$ cat src/sv/btop_pkg.sv
`default_nettype none
package btop_pkg;

   localparam int unsigned MAX_LEVELS_DEFAULT = 256;
   localparam int unsigned CSR_INDEX_W = 3;

   localparam logic [31:0] ONE_Q30 = 32'h4000_0000;
   localparam logic [31:0] SPOT_RESET = 32'd6553600;
   localparam logic [31:0] UP_RESET = 32'h4000_0000;
   localparam logic [30:0] DOWN_RESET = 31'h4000_0000;
   localparam logic [30:0] PROB_RESET = 31'h2000_0000;
   localparam logic [30:0] DISC_RESET = 31'h4000_0000;
   localparam logic [8:0] LEVEL_RESET = 9'd1;

   localparam logic [2:0] CSR_SPOT = 3'd0;
   localparam logic [2:0] CSR_UP = 3'd1;
   localparam logic [2:0] CSR_DOWN = 3'd2;
   localparam logic [2:0] CSR_PROB = 3'd3;
   localparam logic [2:0] CSR_DISC = 3'd4;
   localparam logic [2:0] CSR_LEVEL = 3'd5;

   typedef enum logic [4:0] {
      ST_IDLE, ST_INIT,
      ST_BU_RD, ST_BU_MUL, ST_BU_WR,
      ST_BD_RD, ST_BD_MUL, ST_BD_WR,
      ST_PAY_RD, ST_PAY_WR,
      ST_FLD_RD1, ST_FLD_RD2, ST_FLD_M2, ST_FLD_SUM, ST_FLD_DISC, ST_FLD_WR,
      ST_OUT_RD, ST_OUT_WAIT
   } state_type;

   typedef enum logic [2:0] {
      MB_UP, MB_DOWN, MB_PROB, MB_NPROB, MB_DISC
   } mul_sel_type;

   typedef enum logic [1:0] {
      WR_SPOT, WR_PROD, WR_PAYOFF
   } wr_sel_type;

   typedef struct packed {
      logic        take_req;
      logic        rd_en;
      logic        wr_en;
      wr_sel_type  wr_sel;
      logic        mul_en;
      logic        mul_a_v;
      mul_sel_type mul_sel;
      logic        acc_load;
      logic        acc_add;
      logic        v_load;
      logic        out_load;
   } cmd_type;

endpackage
`default_nettype wire

$ cat src/sv/btop_controller.sv
`default_nettype none
module btop_controller
   import btop_pkg::*;
#(
   parameter int unsigned MAX_LEVELS = MAX_LEVELS_DEFAULT,
   parameter int unsigned AW = $clog2(MAX_LEVELS)
) (
   input  wire logic          clock,
   input  wire logic          reset,
   input  wire logic          start,
   output logic               busy,
   input  wire logic [AW-1:0] last_idx,
   input  wire logic          out_free,
   output cmd_type            cmd,
   output logic [AW-1:0]      rd_addr,
   output logic [AW-1:0]      wr_addr
);
   state_type state_ff, state_in;
   logic [AW-1:0] i_ff, i_in, j_ff, j_in;

   always_ff @(posedge clock) begin
      if (reset) begin
         state_ff <= ST_IDLE;
         i_ff <= '0;
         j_ff <= '0;
      end else begin
         state_ff <= state_in;
         i_ff <= i_in;
         j_ff <= j_in;
      end
   end

   always_comb begin
      state_in = state_ff;
      i_in = i_ff;
      j_in = j_ff;
      cmd = '0;
      cmd.wr_sel = WR_PROD;
      cmd.mul_sel = MB_UP;
      rd_addr = j_ff;
      wr_addr = j_ff;
      busy = (state_ff != ST_IDLE);
      case (state_ff)
         ST_IDLE: begin
            if (start) begin
               cmd.take_req = 1'b1;
               state_in = ST_INIT;
            end
         end
         ST_INIT: begin
            cmd.wr_en = 1'b1;
            cmd.wr_sel = WR_SPOT;
            wr_addr = '0;
            i_in = AW'(1);
            j_in = '0;
            state_in = (last_idx == '0) ? ST_PAY_RD : ST_BU_RD;
         end
         ST_BU_RD: begin
            cmd.rd_en = 1'b1;
            rd_addr = i_ff - AW'(1);
            state_in = ST_BU_MUL;
         end
         ST_BU_MUL: begin
            cmd.mul_en = 1'b1;
            cmd.mul_sel = MB_UP;
            state_in = ST_BU_WR;
         end
         ST_BU_WR: begin
            cmd.wr_en = 1'b1;
            wr_addr = i_ff;
            j_in = '0;
            state_in = ST_BD_RD;
         end
         ST_BD_RD: begin
            cmd.rd_en = 1'b1;
            state_in = ST_BD_MUL;
         end
         ST_BD_MUL: begin
            cmd.mul_en = 1'b1;
            cmd.mul_sel = MB_DOWN;
            state_in = ST_BD_WR;
         end
         ST_BD_WR: begin
            cmd.wr_en = 1'b1;
            if (j_ff == i_ff - AW'(1)) begin
               j_in = '0;
               if (i_ff == last_idx) state_in = ST_PAY_RD;
               else begin
                  i_in = i_ff + AW'(1);
                  state_in = ST_BU_RD;
               end
            end else begin
               j_in = j_ff + AW'(1);
               state_in = ST_BD_RD;
            end
         end
         ST_PAY_RD: begin
            cmd.rd_en = 1'b1;
            state_in = ST_PAY_WR;
         end
         ST_PAY_WR: begin
            cmd.wr_en = 1'b1;
            cmd.wr_sel = WR_PAYOFF;
            if (j_ff == last_idx) begin
               j_in = '0;
               i_in = last_idx;
               state_in = (last_idx == '0) ? ST_OUT_RD : ST_FLD_RD1;
            end else begin
               j_in = j_ff + AW'(1);
               state_in = ST_PAY_RD;
            end
         end
         ST_FLD_RD1: begin
            cmd.rd_en = 1'b1;
            rd_addr = j_ff + AW'(1);
            state_in = ST_FLD_RD2;
         end
         ST_FLD_RD2: begin
            // multiply the up node while the down node is read
            cmd.rd_en = 1'b1;
            cmd.mul_en = 1'b1;
            cmd.mul_sel = MB_PROB;
            state_in = ST_FLD_M2;
         end
         ST_FLD_M2: begin
            cmd.acc_load = 1'b1;
            cmd.mul_en = 1'b1;
            cmd.mul_sel = MB_NPROB;
            state_in = ST_FLD_SUM;
         end
         ST_FLD_SUM: begin
            cmd.acc_add = 1'b1;
            cmd.v_load = 1'b1;
            state_in = ST_FLD_DISC;
         end
         ST_FLD_DISC: begin
            cmd.mul_en = 1'b1;
            cmd.mul_a_v = 1'b1;
            cmd.mul_sel = MB_DISC;
            state_in = ST_FLD_WR;
         end
         ST_FLD_WR: begin
            cmd.wr_en = 1'b1;
            if (j_ff == i_ff - AW'(1)) begin
               j_in = '0;
               if (i_ff == AW'(1)) state_in = ST_OUT_RD;
               else begin
                  i_in = i_ff - AW'(1);
                  state_in = ST_FLD_RD1;
               end
            end else begin
               j_in = j_ff + AW'(1);
               state_in = ST_FLD_RD1;
            end
         end
         ST_OUT_RD: begin
            cmd.rd_en = 1'b1;
            rd_addr = '0;
            state_in = ST_OUT_WAIT;
         end
         ST_OUT_WAIT: begin
            // hold the root word until the output register frees up
            if (out_free) begin
               cmd.out_load = 1'b1;
               state_in = ST_IDLE;
            end
         end
         default: state_in = ST_IDLE;
      endcase
   end

`ifndef SYNTHESIS
   a_start: assert property (@(posedge clock) disable iff (reset)
      (start && state_ff == ST_IDLE) |=> state_ff == ST_INIT)
      else $error("request not taken into init");
   a_out: assert property (@(posedge clock) disable iff (reset)
      cmd.out_load |-> out_free)
      else $error("result loaded over a pending word");
   a_port: assert property (@(posedge clock) disable iff (reset)
      cmd.wr_en |-> !cmd.rd_en)
      else $error("read and write in one cycle");
   a_fold: assert property (@(posedge clock) disable iff (reset)
      (state_ff == ST_FLD_RD1) |-> (j_ff < i_ff))
      else $error("fold index out of level");
`endif

endmodule
`default_nettype wire
$ cat config.mk
export PLATFORM = sky130hd
export DESIGN_NAME = btop_controller
export DESIGN_NICKNAME = d
export VERILOG_FILES = /design/src/sv/btop_pkg.sv /design/src/sv/btop_controller.sv
export SDC_FILE = /design/constraint.sdc
export NUM_CORES = 1
export LEC_CHECK = 0
export BUFFER_PORTS_ARGS = -buffer_cell sky130_fd_sc_hd__buf_4
export CORE_ASPECT_RATIO = 1.2
export CORE_MARGIN = 4
export CORE_UTILIZATION = 52
export DETAILED_ROUTE_END_ITERATION = 7
export GPL_TIMING_DRIVEN = 0
export PLACE_DENSITY = 0.78
export SLEW_MARGIN = 10
export SYNTH_ARGS = -nofsm -noshare
export SYNTH_HDL_FRONTEND = slang
export SYNTH_SLANG_ARGS = --single-unit
$ cat constraint.sdc
create_clock -name clock -period 2.9 [get_ports clock]
set_input_delay 0.435 -clock clock [delete_from_list [all_inputs] [get_ports clock]]
set_output_delay 0.435 -clock clock [all_outputs]
set_load 0.05 [all_outputs]
==> tab_implementation.tex <==
\begin{tabular}{lr}
\hline
Metric & Value \\
\hline
\multicolumn{2}{l}{\textbf{Worst setup path}} \\
\quad Slowest cell on crit path & sky130\_fd\_sc\_hd\_\_or4\_4 \\
\quad Kind of capture point of the worst setup path & register \\
\quad Type of the worst setup path & register to register \\
\quad Delay of the slowest critical-path stage & around 0.5 ns \\
\quad Crit-path most repeated cell & sky130\_fd\_sc\_hd\_\_buf\_6 \\
\quad CP endpoint & i\_ff[5]\$\_SDFFE\_PP0P\_ \\
\quad Critical path origin & i\_ff[0]\$\_SDFFE\_PP0P\_ \\
\quad Number of cells on the worst reg-to-reg path & 9 \\
\quad Type of element launching the critical path & register \\
\quad Reg-to-reg endpoint & i\_ff[5]\$\_SDFFE\_PP0P\_ \\
\quad Register-to-register setup slack & between 0.04 and 0.05 ns \\
\quad Largest fanout on the critical path & 8 \\
\quad Arrival time reported for the critical path endpoint & between 2 and 3 ns \\
\quad Chain of cells forming the critical path & buf\_6 > or3\_4 > buf\_6 > o32a\_1 > a2111o\_1 > or4\_4 > buf\_8 > a211oi\_2 > o32ai\_1 \\
\quad Worst flop-to-flop path startpoint & i\_ff[0]\$\_SDFFE\_PP0P\_ \\
\quad Critical Path RT & roughly 3.0 ns \\
\multicolumn{2}{l}{\textbf{Layout}} \\
\quad Number of fillers in the final layout & slightly above 400 \\
\quad \# nets final & between 400 and 500 \\
\quad Post-synthesis to final-layout area growth & 23.3\% \\
\quad Most common cell after layout, fill and taps aside & sky130\_fd\_sc\_hd\_\_buf\_4 \\
\quad Antenna diode instance count & 0 \\
\quad Seq. cell area & roughly 420 um\^{}2 \\
\quad Most frequent cells in the layout & sky130\_fd\_sc\_hd\_\_buf\_4, sky130\_fd\_sc\_hd\_\_nor2\_1, sky130\_fd\_sc\_hd\_\_xnor2\_1 \\
\quad Proportion of layout cells with a drive suffix above 1 & 20.7\% \\
\quad Multi-input logic area & 0.00204 mm\^{}2 \\
\quad Core occupancy in the finished layout & between 60\% and 70\% \\
\multicolumn{2}{l}{\textbf{STA}} \\
\quad Measured slew at the worst slew-check pin & roughly 0.73 ns \\
\quad Least setup slack across all paths after layout & $\sim$0.04 ns \\
\quad Hold Fails Final Rpt & 0 \\
\quad Setup clock skew after layout & slightly below 0.008 ns \\
\quad FMAX & 0.350 GHz \\
\quad Unrepaired setup endpoints after global routing & true \\
\quad Sum Neg Setup Slack & 0 ns \\
\quad Total of endpoints with negative setup slack in the final report & 0 \\
\quad Final Cycle Share & a little over nine tenths \\
\quad Post-route minimum period & $\sim$2.9 ns \\
\quad Slew Viols, Final & 0 \\
\quad Tightest slew margin relative to the limit & between 50\% and 60\% \\
\multicolumn{2}{l}{\textbf{Clock network}} \\
\quad Worst-skew pair later-pin latency & about 0.28 ns \\
\quad Root buffer cell & sky130\_fd\_sc\_hd\_\_clkbuf\_8 \\
\quad Maximum buffer depth of the clock tree & 2 \\
\quad Level count of the clock H-tree & 1 \\
\quad Clock tree from TritonCTS & done \\
\quad Total of hold buffers inserted after clock tree synthesis & 0 \\
\quad Register clock-pin slew on the reported worst setup and hold paths & 0.08 ns \\
\quad Number of buffers added by the clock tree synthesis step & 3 \\
\quad Clock sink total & 21 \\
\multicolumn{2}{l}{\textbf{Routing}} \\
\quad Vias & slightly above 3k \\
\quad WL met2 & between 4000 and 5000 um \\
\quad WL final & 8990 um \\
\quad Detail Route met3 WL & between 800 and 900 um \\
\quad Average wire per standard cell & roughly 19 um \\
\quad DRC violations left & 0 \\
\quad Final antenna-violating net count & 0 \\
\quad Initial drt markers & around 270 \\
\quad Highest metal layer with signal wires & met4 \\
\quad Count of TritonRoute iterations in the first routing pass & 5 \\
\quad Routed length on met1 & about 3400 um \\
\quad Number of vias per cell & 6.54 \\
\multicolumn{2}{l}{\textbf{Yosys}} \\
\quad Post-Syn Nets & roughly 380 \\
\quad Primary flip-flop cell chosen by synthesis mapping & sky130\_fd\_sc\_hd\_\_dfxtp\_1 \\
\quad Count of yosys warnings during synthesis & 0 \\
\quad Average footprint of a synthesized cell & $\sim$7.0 um\^{}2 \\
\quad Share of synthesized flip-flops with an asynchronous set or reset & 0\% \\
\quad FF+latch count, synth & 21 \\
\quad Number of instances in the synthesized netlist & $\sim$370 \\
\quad Count of different cell masters after synthesis & between 60 and 70 \\
\quad Combined area of all synthesized cells & between 0.002 and 0.003 mm\^{}2 \\
\quad Number of enable-type register cells in the synthesized netlist & 0 \\
\quad Fraction of the yosys area taken by sequential cells & 16.4\% \\
\multicolumn{2}{l}{\textbf{Worst hold path}} \\
\quad Class of the most critical hold timing path & input pin to register \\
\quad Worst Min Path Start & out\_free \\
\multicolumn{2}{l}{\textbf{Floorplanning}} \\
\quad Chip height & 85.0 um \\
\quad Placement Rows & 27 \\
\quad Number of I/O pins & 43 \\
\quad X dimension of the die & between 70 and 80 um \\
\quad Floorplan Core Area & 0.00470 mm\^{}2 \\
\quad Die Outline Area & 0.00614 mm\^{}2 \\
\quad Starting density of the core & a little over half \\
\multicolumn{2}{l}{\textbf{Outcome}} \\
\quad Status & completed \\
\multicolumn{2}{l}{\textbf{Global routing}} \\
\quad Antenna violations before repair & 0 \\
\quad Via count of the first global-routing pass & 2896 \\
\quad Global routing usage summed across all routing layers & between 20 and 30\% \\
\quad Remaining global-route overflow & 0 \\
\quad Global-route wire length before repair & roughly 14000 um \\
\quad Maximum number of pins on one net before global-route repair & 12 \\
\multicolumn{2}{l}{\textbf{Placement}} \\
\quad GP Congestion & 0.999 \\
\quad Worst slack after detailed placement & -0.334 ns \\
\quad Estimated wirelength of the detail-placed design & roughly 6500 um \\
\quad \# port buffers & 42 \\
\multicolumn{2}{l}{\textbf{Power}} \\
\quad Standby leakage power & between 1 and 1.5 nW \\
\quad PD cells & 333 mW/mm\^{}2 \\
\quad Worst voltage drop across the vdd grid & 0.000246 V \\
\multicolumn{2}{l}{\textbf{Job}} \\
\quad Reported max-cap violation count & 0 \\
\hline
\end{tabular}
[layout make-up]
cell class / instances / share of cell area (%)
Multi-Input combinational cell: 298 / 64.5
Sequential cell: 21 / 13.3
Timing Repair Buffer: 46 / 11.8
Buffer: 36 / 5.49
Tap cell: 58 / 2.29
Clock buffer: 4 / 1.42
Inverter: 10 / 1.18
[per-stage QoR]
| step | hold WS [ns] | total power [mW] | instance area [um^2] | cells |
|---|---|---|---|---|
| 2_1_floorplan | 0.537 | 0.659 | 2570 | 368 |
| 3_3_place_gp | 0.588 | 0.789 | 2960 | 468 |
| 3_5_place_dp | 0.599 | 0.794 | 2960 | 468 |
| 4_1_cts | 0.497 | 1.01 | 3050 | 472 |
| 5_1_grt | 0.517 | 1.11 | 3170 | 473 |
| 6_report | 0.515 | 1.06 | 3170 | 473 |
[worst min-delay path by stage]
stage | cells after the start | slack [ns] | end
5_1_grt | 4 | 0.52 | state_ff[0]$_SDFFE_PP0P_
3_3_place_gp | 2 | 0.59 | i_ff[1]$_SDFFE_PP0P_
3_5_place_dp | 2 | 0.60 | i_ff[1]$_SDFFE_PP0P_
2_1_floorplan | 2 | 0.54 | i_ff[1]$_SDFFE_PP0P_
6_report | 4 | 0.51 | state_ff[0]$_SDFFE_PP0P_
4_1_cts | 4 | 0.50 | state_ff[0]$_SDFFE_PP0P_
[layer usage]
layer	GRT usage [%]	vias to the layer above
li1	-	1440
met1	34.9	1417
met2	47.8	197
met3	4.27	39
met4	18.5	0
met5	0	-
[state kept, by name, summed over array words and instances, names as in the netlist]
signal and flops:
i_ff 8, j_ff 8, state_ff 5
[synthesized netlist by cell type (3+ instances only)]
library cell,count,share of area [%]
sky130_fd_sc_hd__clkbuf_1,30,4.4
sky130_fd_sc_hd__nor2_1,30,4.4
sky130_fd_sc_hd__xnor2_1,29,9.9
sky130_fd_sc_hd__a21oi_1,27,5.3
sky130_fd_sc_hd__nand2_1,26,3.8
sky130_fd_sc_hd__dfxtp_1,21,16
sky130_fd_sc_hd__o21ai_0,18,3.5
sky130_fd_sc_hd__a22o_1,15,5.1
sky130_fd_sc_hd__nand3_1,13,2.5
sky130_fd_sc_hd__nor3_1,13,2.5
sky130_fd_sc_hd__and3_1,11,2.7
sky130_fd_sc_hd__inv_1,8,1.2
sky130_fd_sc_hd__nor2b_1,8,1.9
sky130_fd_sc_hd__nand2b_1,7,1.7
sky130_fd_sc_hd__a31oi_1,6,1.5
sky130_fd_sc_hd__or3_1,6,1.5
sky130_fd_sc_hd__xor2_1,6,2.0
sky130_fd_sc_hd__a22oi_1,5,1.5
sky130_fd_sc_hd__buf_1,5,0.73
sky130_fd_sc_hd__mux2_2,5,2.2
sky130_fd_sc_hd__mux2i_1,5,1.9
sky130_fd_sc_hd__nor3b_1,5,1.5
sky130_fd_sc_hd__or2_2,5,1.2
sky130_fd_sc_hd__ha_1,4,1.9
sky130_fd_sc_hd__nand4_1,4,0.97
sky130_fd_sc_hd__nor4_1,4,0.97
sky130_fd_sc_hd__o32ai_1,4,1.4
sky130_fd_sc_hd__and2_1,3,0.73
sky130_fd_sc_hd__nor4b_1,3,1.0
sky130_fd_sc_hd__o211a_1,3,1.2
[report_power, final]
group	total (mW)	leakage [nW]	switching (mW)	internal (mW)
Combinational	0.530	0.999	0.326	0.204
Clock	0.210	0.0228	0.112	0.0986
Sequential	0.315	0.170	0.0175	0.297
[critical path: cells and delay by family (launching register included)]
kind / cells / cell delay, ns
AO/OA/AOI/OAI: 4 / 1.02
AND/OR/NAND/NOR: 2 / 0.89
buffers and inverters: 3 / 0.46
flip-flops: 1 / 0.35
[logic make-up (layout without fill, tap and decap cells)]
logic type | after synthesis | count (layout) | synth area share, %
flops | 21 | 21 | 16.4
fa+ha+maj | 4 | 4 | 1.95
mux | 10 | 10 | 4.14
buf+inv | 49 | 96 | 7.69
compound gates | 107 | 107 | 29.0
xor+xnor | 35 | 35 | 11.9
simple gates | 142 | 142 | 28.9
[what timing repair did]
action                     CTS  global route
pin swaps                    1             5
setup buffers                0             3
setup endpoints to repair   32            24
gates cloned                 0             1
resized for setup            9            25
Note: power is estimated with default switching activity, not from simulation.
